$ cat src/design/eafr_pkg.sv
// types and constants of the escaped api frame receiver
// no dependencies
package eafr_pkg;

	localparam int unsigned HEADER_BYTES = 3;

	localparam logic [2:0] EV_PAYLOAD   = 3'd0;
	localparam logic [2:0] EV_COMPLETE  = 3'd1;
	localparam logic [2:0] EV_DELIM_ERR = 3'd2;
	localparam logic [2:0] EV_LENH_ERR  = 3'd3;
	localparam logic [2:0] EV_LENL_ERR  = 3'd4;
	localparam logic [2:0] EV_RESTART   = 3'd5;

	localparam logic [1:0] REG_START_DELIM = 2'd0;
	localparam logic [1:0] REG_ESC_MARKER  = 2'd1;
	localparam logic [1:0] REG_ESC_MASK    = 2'd2;

	localparam logic [7:0] RST_START_DELIM = 8'h7e;
	localparam logic [7:0] RST_ESC_MARKER  = 8'h7d;
	localparam logic [7:0] RST_ESC_MASK    = 8'h20;

	typedef struct packed {
		logic [7:0] start_delimiter;
		logic [7:0] escape_marker;
		logic [7:0] escape_mask;
	} cfg_t;

	typedef struct packed {
		logic       has;
		logic [2:0] event_res;
		logic [7:0] data_byte;
		logic [7:0] byte_index;
		logic [7:0] frame_length;
	} result_t;

endpackage

$ cat src/design/eafr_cfg.sv
// configuration registers of the frame receiver
// depends on eafr_pkg
module eafr_cfg (
	input  logic              clk,
	input  logic              arst_n,
	input  logic              cfg_wr_en,
	input  logic [1:0]        cfg_index,
	input  logic [7:0]        cfg_data,
	output eafr_pkg::cfg_t    cfg
);

	eafr_pkg::cfg_t cfg_q;

	always_ff @(posedge clk or negedge arst_n) begin
		if (!arst_n) begin
			cfg_q.start_delimiter <= eafr_pkg::RST_START_DELIM;
			cfg_q.escape_marker   <= eafr_pkg::RST_ESC_MARKER;
			cfg_q.escape_mask     <= eafr_pkg::RST_ESC_MASK;
		end else if (cfg_wr_en) begin
			unique case (cfg_index)
				eafr_pkg::REG_START_DELIM: cfg_q.start_delimiter <= cfg_data;
				eafr_pkg::REG_ESC_MARKER:  cfg_q.escape_marker   <= cfg_data;
				eafr_pkg::REG_ESC_MASK:    cfg_q.escape_mask     <= cfg_data;
				default: ;
			endcase
		end
	end

	assign cfg = cfg_q;

endmodule

$ cat src/design/eafr_core.sv
// deframing state and the per-byte decode logic
// depends on eafr_pkg
module eafr_core (
	input  logic                 clk,
	input  logic                 arst_n,
	input  eafr_pkg::cfg_t       cfg,
	input  logic                 step,
	input  logic [7:0]           rx_byte,
	output eafr_pkg::result_t    res
);

	logic [8:0] pos_q, pos_d;
	logic       esc_q, esc_d;
	logic [7:0] len_q, len_d;
	logic [8:0] end_pos;

	assign end_pos = {1'b0, len_q} + 9'(eafr_pkg::HEADER_BYTES);

	always_comb begin
		pos_d            = pos_q;
		esc_d            = esc_q;
		len_d            = len_q;
		res.has          = 1'b0;
		res.event_res    = eafr_pkg::EV_PAYLOAD;
		res.data_byte    = 8'd0;
		res.byte_index   = 8'd0;
		res.frame_length = 8'd0;
		priority if (pos_q == 9'd0) begin
			// hunting for the start delimiter
			if (rx_byte != cfg.start_delimiter) begin
				res.has       = 1'b1;
				res.event_res = eafr_pkg::EV_DELIM_ERR;
			end else begin
				pos_d = 9'd1;
			end
		end else if (pos_q == 9'd1) begin
			if (rx_byte != 8'd0) begin
				pos_d         = 9'd0;
				res.has       = 1'b1;
				res.event_res = eafr_pkg::EV_LENH_ERR;
			end else begin
				pos_d = 9'd2;
			end
		end else if (pos_q == 9'd2) begin
			if (!esc_q) begin
				if (rx_byte == cfg.escape_marker) begin
					esc_d = 1'b1;
				end else begin
					len_d = rx_byte;
					pos_d = 9'd3;
				end
			end else begin
				esc_d = 1'b0;
				if (rx_byte == cfg.escape_marker) begin
					pos_d         = 9'd0;
					res.has       = 1'b1;
					res.event_res = eafr_pkg::EV_LENL_ERR;
				end else begin
					len_d = rx_byte ^ cfg.escape_mask;
					pos_d = 9'd3;
				end
			end
		end else if (rx_byte == cfg.start_delimiter && !esc_q) begin
			// delimiter inside a frame restarts it
			pos_d            = 9'd1;
			len_d            = 8'd0;
			res.has          = 1'b1;
			res.event_res    = eafr_pkg::EV_RESTART;
			res.frame_length = len_q;
		end else if (!esc_q && rx_byte == cfg.escape_marker) begin
			esc_d = 1'b1;
		end else if (pos_q < end_pos) begin
			esc_d            = 1'b0;
			pos_d            = pos_q + 9'd1;
			res.has          = 1'b1;
			res.event_res    = eafr_pkg::EV_PAYLOAD;
			res.data_byte    = esc_q ? (rx_byte ^ cfg.escape_mask) : rx_byte;
			res.byte_index   = 8'(pos_q - 9'd2);
			res.frame_length = len_q;
		end else begin
			// checksum byte, not verified
			pos_d            = 9'd0;
			esc_d            = 1'b0;
			len_d            = 8'd0;
			res.has          = 1'b1;
			res.event_res    = eafr_pkg::EV_COMPLETE;
			res.frame_length = len_q;
		end
	end

	always_ff @(posedge clk or negedge arst_n) begin
		if (!arst_n) begin
			pos_q <= 9'd0;
			esc_q <= 1'b0;
			len_q <= 8'd0;
		end else if (step) begin
			pos_q <= pos_d;
			esc_q <= esc_d;
			len_q <= len_d;
		end
	end

endmodule

$ cat src/design/escaped_api_frame_receiver.sv
// escaped api frame receiver: input register, decode core, result register
// depends on eafr_pkg, eafr_cfg, eafr_core
//
// channel   direction  handshake           payload
// in        input      in_valid/in_stall   rx_byte
// out       output     out_valid/out_stall event_res, data_byte, byte_index, frame_length
// cfg       input      cfg_wr_en           cfg_index, cfg_data
//
// one byte per cycle sustained while out_stall is low; a result is offered after its byte
// passes the input register, the single decode pass in eafr_core and the result register
// arst_n clears the frame state, both valid flags and loads the register defaults
// a stalled result holds; a byte advances past the input register while a result
// waits only if it produces no result
module escaped_api_frame_receiver (
	input  logic       clk,
	input  logic       arst_n,
	input  logic       in_valid,
	output logic       in_stall,
	input  logic [7:0] rx_byte,
	output logic       out_valid,
	input  logic       out_stall,
	output logic [2:0] event_res,
	output logic [7:0] data_byte,
	output logic [7:0] byte_index,
	output logic [7:0] frame_length,
	input  logic       cfg_wr_en,
	input  logic [1:0] cfg_index,
	input  logic [7:0] cfg_data
);

	eafr_pkg::cfg_t    cfg;
	eafr_pkg::result_t res;

	logic       valid_s1;
	logic [7:0] byte_s1;
	logic       out_valid_q;
	logic [2:0] event_q;
	logic [7:0] data_q;
	logic [7:0] index_q;
	logic [7:0] length_q;
	logic       out_free;
	logic       adv;

	eafr_cfg u_cfg (
		.clk       (clk),
		.arst_n    (arst_n),
		.cfg_wr_en (cfg_wr_en),
		.cfg_index (cfg_index),
		.cfg_data  (cfg_data),
		.cfg       (cfg)
	);

	eafr_core u_core (
		.clk     (clk),
		.arst_n  (arst_n),
		.cfg     (cfg),
		.step    (adv),
		.rx_byte (byte_s1),
		.res     (res)
	);

	assign out_free = !out_valid_q || !out_stall;
	assign adv      = valid_s1 && (!res.has || out_free);
	assign in_stall = valid_s1 && !adv;

	always_ff @(posedge clk or negedge arst_n) begin
		if (!arst_n) begin
			valid_s1 <= 1'b0;
		end else if (!in_stall) begin
			valid_s1 <= in_valid;
		end
	end

	always_ff @(posedge clk) begin
		if (in_valid && !in_stall) begin
			byte_s1 <= rx_byte;
		end
	end

	always_ff @(posedge clk or negedge arst_n) begin
		if (!arst_n) begin
			out_valid_q <= 1'b0;
		end else if (adv && res.has) begin
			out_valid_q <= 1'b1;
		end else if (!out_stall) begin
			out_valid_q <= 1'b0;
		end
	end

	always_ff @(posedge clk) begin
		if (adv && res.has) begin
			event_q  <= res.event_res;
			data_q   <= res.data_byte;
			index_q  <= res.byte_index;
			length_q <= res.frame_length;
		end
	end

	assign out_valid    = out_valid_q;
	assign event_res    = event_q;
	assign data_byte    = data_q;
	assign byte_index   = index_q;
	assign frame_length = length_q;

endmodule

$ cat config.mk
export PLATFORM = sky130hd
export DESIGN_NAME = escaped_api_frame_receiver
export DESIGN_NICKNAME = d
export VERILOG_FILES = /design/src/design/eafr_pkg.sv /design/src/design/eafr_cfg.sv /design/src/design/eafr_core.sv /design/src/design/escaped_api_frame_receiver.sv
export SDC_FILE = /design/constraint.sdc
export NUM_CORES = 1
export LEC_CHECK = 0
export BUFFER_PORTS_ARGS = -buffer_cell sky130_fd_sc_hd__clkbuf_2
export CORE_UTILIZATION = 52
export CTS_CLUSTER_DIAMETER = 60
export DETAILED_ROUTE_END_ITERATION = 16
export PLACE_DENSITY = 0.84
export SYNTH_ARGS = -nofsm -noshare
export SYNTH_HDL_FRONTEND = slang
export SYNTH_SLANG_ARGS = --single-unit
$ cat constraint.sdc
create_clock -name clk -period 3.35 [get_ports clk]
set_input_delay 0.67 -clock clk [delete_from_list [all_inputs] [get_ports clk]]
set_output_delay 0.67 -clock clk [all_outputs]
set_load 0.05 [all_outputs]
Yosys cells after proc, flatten, opt, wreduce, memory -nomap -nowiden --
Index checks and enable logic that the tools add are counted.
Operators by class: add/subtract/negate cells 3, order comparisons 1, equality and inequality tests 15, mux-type cells 38, bitwise gates (word level) 4, reduce and logical (&&, ||, !) cells 25
Operators by type and width (number):
- $mux 9 | 9
- $mux 8 | 9
- $mux 4 | 8
- $mux 28 | 1
- $eq 8x8->1 | 2
- $mux 16 | 1
- $add 8x2->9 const B | 1
- $add 9x1->9 const B | 1
- $eq 9x1->1 const B | 1
- $eq 9x2->1 const B | 1
- $logic_not 9->1 | 1
- $lt 9x9->1 | 1
- $mux 1 | 8
- $ne 8x8->1 | 1
- $reduce_and 4->1 | 2
- $reduce_bool 8->1 | 1
- $sub 8x2->8 const B | 1
- $xor 8x8->8 | 1
- $logic_and 1x1->1 | 6
- $logic_not 1->1 | 6
- $ne 3x1->1 const B | 2
- $reduce_and 2->1 | 3
- $reduce_and 6->1 | 1
- $reduce_or 6->1 | 1
- other kinds (11) | 17
Storage, ports and cells: bits in registers 79, input port bits 23, output and inout port bits 29, word-level logic and storage cells 99

Logic depth before layout (Yosys ltp) --
depth in word-level cells 15, depth in mapped cells 14, mapped depth without buffers 13

Modules after synthesis --
From an unflattened synthesis, not the netlist that was laid out.
Second synthesis, totals: cell total of the unflattened synthesis 353, area, all modules 4135.2 um2
By module, submodules not included:
- eafr_core | times used 1, cells each 255, area each 2050.7 um2, seq. area each 450.4 um2
- escaped_api_frame_receiver | times used 1, cells each 47, area each 1156.1 um2, seq. area each 1101.1 um2
- eafr_cfg | times used 1, cells each 51, area each 928.4 um2, seq. area each 616.8 um2

Least setup slack after synthesis --
No wires, ideal clock.
kind flip-flop to flip-flop, from register u_core.pos_q[1], to register index_q[0], in the netlist byte_index[0] (enable), arrival time 3.119 ns, data required time 2.930 ns, path slack -0.189 ns, cell stages (with the launch flop) 10, period minus slack after synthesis 3.539 ns, path through dfrtp_1 > inv_1 > ha_1 > buf_4 > o31a_1 > a21oi_1 > clkbuf_1 > nor2b_1 > o21ai_1 > a21oi_1
On the way: cells in the longest elaborated chain, start to end 8, elaborated cells between the ends (all ways) 10
Ends and longest elaborated chain:
- start, declared | line eafr_core.sv:12 | logic [8:0] pos_q, pos_d;
- start signal, assigned | line eafr_core.sv:97 | pos_q <= pos_d;
- $eq 9x2->1 | line eafr_core.sv:44 | end else if (pos_q == 9'd2) begin
- $mux 4 | line eafr_core.sv:44
- $mux 4 | line eafr_core.sv:36 | end else if (pos_q == 9'd1) begin
- $mux 4 * | line eafr_core.sv:28 | priority if (pos_q == 9'd0) begin
- $logic_not 1->1 | line escaped_api_frame_receiver.sv:63 | assign adv = valid_s1 && (!res.has || out_free);
- $logic_or 1x1->1 | line escaped_api_frame_receiver.sv:63
- $logic_and 1x1->1 | line escaped_api_frame_receiver.sv:63
- $logic_and 1x1->1 * | line escaped_api_frame_receiver.sv:91 | if (adv && res.has) begin
- end signal, assigned | line escaped_api_frame_receiver.sv:94 | index_q <= res.byte_index;
- end, declared | line escaped_api_frame_receiver.sv:39 | logic [7:0] index_q;
Mark *: on every way between the ends. The rest lies on a longest branch, timed or not. A chain may end at the register's enable or synchronous reset.

Final worst setup path --
from register byte_s1[0], to output in_stall
On the way: cells in the longest elaborated chain, start to end 12, elaborated cells between the ends (all ways) 20
Ends and longest elaborated chain:
- start, declared | line escaped_api_frame_receiver.sv:35 | logic [7:0] byte_s1;
- start signal, assigned | line escaped_api_frame_receiver.sv:76 | byte_s1 <= rx_byte;
- $eq 8x8->1 | line eafr_core.sv:54, eafr_core.sv:70
- $logic_and 1x1->1 | line eafr_core.sv:70 | end else if (!esc_q && rx_byte == cfg.escape_marker) begin
- $mux 28 | line eafr_core.sv:70
- $mux 4 | line eafr_core.sv:63 | end else if (rx_byte == cfg.start_delimiter && !esc_q) begin
- $mux 4 | line eafr_core.sv:44
- $mux 4 | line eafr_core.sv:36
- $mux 4 * | line eafr_core.sv:28
- $logic_not 1->1 * | line escaped_api_frame_receiver.sv:63
- $logic_or 1x1->1 * | line escaped_api_frame_receiver.sv:63
- $logic_and 1x1->1 * | line escaped_api_frame_receiver.sv:63
- $logic_not 1->1 * | line escaped_api_frame_receiver.sv:64 | assign in_stall = valid_s1 && !adv;
- $logic_and 1x1->1 * | line escaped_api_frame_receiver.sv:64
- end, declared | line escaped_api_frame_receiver.sv:18 | output logic in_stall,
Marks and branches as above.

==> flow_summary.ini <==
[timing]
layout_min_cycle_time_ns = 3.36
worst_slew_pin_slew_ns = 1.10
skew_ns = 0.0152
rsz0062_at_grt = yes
tns_ns = -0.0100
maxSlewHeadroom_pct = 26.7
timing.final.ws_setup_ns = -0.0100
slew_viol_final = 0
timing.final.crit_share_pct = 100
max_freq_mhz = 298
hold_violations = 0
setup-violations-final = 1

[route]
drt_first_pass_iters = 4
vias = 2795
drcViolationCount = 0
vias_per_cell = 5.49
ant_nets = 0
drt_iter0_drc = 170
routed_wl_um = 8200
routedWlPerCell_um = 16.1

[placed_design]
hpwl_um = 5660
place.gp.congestion = 0.842
io_buffers = 51
placed_area_um2 = 4430

[cells_and_area]
drive_gt1_share_pct = 33.4
final_area_um2 = 4710
layout.cells.most_common_list = clkbuf_2 (50), nor2_1 (37), edfxtp_1 (35), dfrtp_1 (29), nand2_1 (25)
final_common_cell = clkbuf_2
n_antenna_cell = 0
multi_input_area_um2 = 1850
syn2layout_area_growth_pct = 16.8
fin_nets = 443
nFillCells = 565
register_area_um2 = 2170

[run_status]
violations = setup timing
outcome = complete, but fails checks

[synthesis]
ys.flop_type = edfxtp_1
syn_avg_cell_area_um2 = 11.8
ys_warn_count = 0
async_reset_ff_share_pct = 55.7
mappedNetlistArea_um2 = 4030
syn_nets = 381
synth_edf_count = 35
ys_seq_area_share_pct = 53.8
synth_cell_type_count = 51
synthCells = 343
ys_seq_elements = 79

[floorplan]
die_w_um = 90.1
core_um2 = 7370
ios = 52
start_util_pct = 54.7
row_count = 31
dieArea_um2 = 8110
die_height_um = 90.1

[cts]
h-tree-depth = 3
cts.sink_count = 79
cts_tree = done
clkTransAtPathRegs_ns = 0.09
insertion_delay_ns = 0.36
cts_buffer_depth = 2
cts-root-buf = clkbuf_8
postCtsHoldBufs = 0
cts_buffers = 9

[setup_path]
crit_required_ns = 2.68
critical_path_peak_fanout = 8
cp-start-kind = flop
rr_worst_depth = 12
arrival_ns = 2.69
regToRegSetupSlack_ns = 0.18
path_class = flop to output pin
rr_startpoint = u_core.len_q[0]$_DFFE_PN0P_
r2r_end = u_core.pos_q[6]$_DFFE_PN0P_
crit_path_end_kind = output pin

[global_routing]
track_usage_pct = 20.9
grt-ovfl-total = 0
grt_max_degree = 45
grt_pass1_vias = 2706
antenna_found_initial = 0
grt_pass1_wl_um = 13000

[worst_hold_path]
min_path_cells = 1
hp-start = rx_byte[5]
min_to = byte_s1[5]$_DFFE_PP_
hp-class = primary input to flop

[run]
maxCapViolCount = 0

[pwr]
leakage_uw = 0.00197
peakVddDrop_mv = 0.827
p_per_area_nw_per_um2 = 1030
state kept, by name, indices dropped and copies added (netlist names):
signal / count
valid_s1: 1
data_byte: 8
frame_length: 8
u_core.pos_q: 9
u_cfg.cfg: 24
u_core.esc_q: 1
byte_s1: 8
byte_index: 8
u_core.len_q: 8
out_valid: 1
event_res: 3
stage by stage:
stage	power (uW)	util [%]	setup slack (ns)	hold WS [ns]	cells
after floorplan	3520	-	0.192	0.374	343
after global placement	3980	60.1	0.215	0.488	491
after detailed placement	4060	60.1	0.147	0.494	491
after CTS	4770	63.0	0.00820	0.474	507
after global routing	5130	63.9	-0.133	0.459	509
final	4840	63.9	-0.0100	0.478	509
report_power, final:
group          internal, uW  switching [uW]
sequential             1470             217
clock                   315             359
combinational           820            1650
total                  2610            2230
critical path, stage by stage, from the launching register on:
cell and delay [ns]:
edfxtp_1 0.49, xor2_1 0.23, nor4_2 0.41, nand2_2 0.23, a21oi_1 0.24, nor2b_1 0.20
o21ai_2 0.09, nor2_1 0.17, clkbuf_4 0.26
cells by family after synthesis:
group	synth area share [%]
compound gates	8.47
buf+inv	2.08
flops	53.8
xor+xnor	7.60
fa+ha+maj	4.65
mux	9.18
simple gates	14.2
final cells by class:
type	instances	area share (%)
clock inverters	5	0.797
repair buffers	63	7.39
multi-input cells	246	39.4
inverters	6	0.478
clock buffers	11	3.22
well taps	99	2.63
flip-flops and latches	79	46.1
cell usage after synthesis, types with 2 or more instances:
cell type	instances	area, um2
a311o_1	2	20.0
o211ai_1	3	22.5
or2_1	3	18.8
nand3_1	7	35.0
edfxtp_1	35	1050
o21ai_1	12	60.1
buf_4	2	15.0
nor3_1	3	15.0
nor3b_1	3	22.5
nand4_1	2	12.5
inv_1	6	22.5
xnor2_1	14	123
o31ai_1	6	45.0
nand3b_1	2	15.0
or4_1	3	22.5
dfstp_2	13	342
o41ai_2	2	32.5
xor2_1	21	184
nor2b_1	6	37.5
nor2_1	39	146
nand2_1	26	97.6
clkbuf_1	8	30.0
and2_1	9	56.3
ha_1	15	188
mux2_2	24	270
and3_1	3	18.8
a21boi_0	2	15.0
a21o_1	2	15.0
nor4_1	3	18.8
o21ai_0	5	25.0
a21oi_1	5	25.0
mux2_1	8	90.1
dfrtp_1	31	776
how the worst max path moves through the flow:
stage,startpoint,endpoint,slack (ns),cells past startpoint
floorplan,u_core.pos_q[1]$_DFFE_PN0P_,in_stall,0.19,9
global placement,u_core.pos_q[6]$_DFFE_PN0P_,in_stall,0.21,7
detailed placement,u_core.len_q[0]$_DFFE_PN0P_,u_core.pos_q[6]$_DFFE_PN0P_,0.15,12
CTS,u_core.pos_q[1]$_DFFE_PN0P_,in_stall,0.008,8
global route,byte_s1[0]$_DFFE_PP_,in_stall,-0.13,8
finish,byte_s1[0]$_DFFE_PP_,in_stall,-0.01,8
what timing repair did:
action / 4_1_cts / 5_1_grt
buffers inserted: 0 / 2
endpoints found under the setup margin: 1 / 21
resized for setup: 5 / 13
pin swaps: 0 / 3
layer usage:
| layer | track usage (%) | part of all wire (%) | up-vias |
|---|---|---|---|
| li1 | - | - | 1343 |
| met4 | 7.53 | 2.5 | 0 |
| met5 | 0 | 0 | - |
| met1 | 26.3 | 44 | 1337 |
| met2 | 35.1 | 48 | 96 |
| met3 | 5.16 | 5.6 | 19 |
Power figures use the tool's default switching activity.
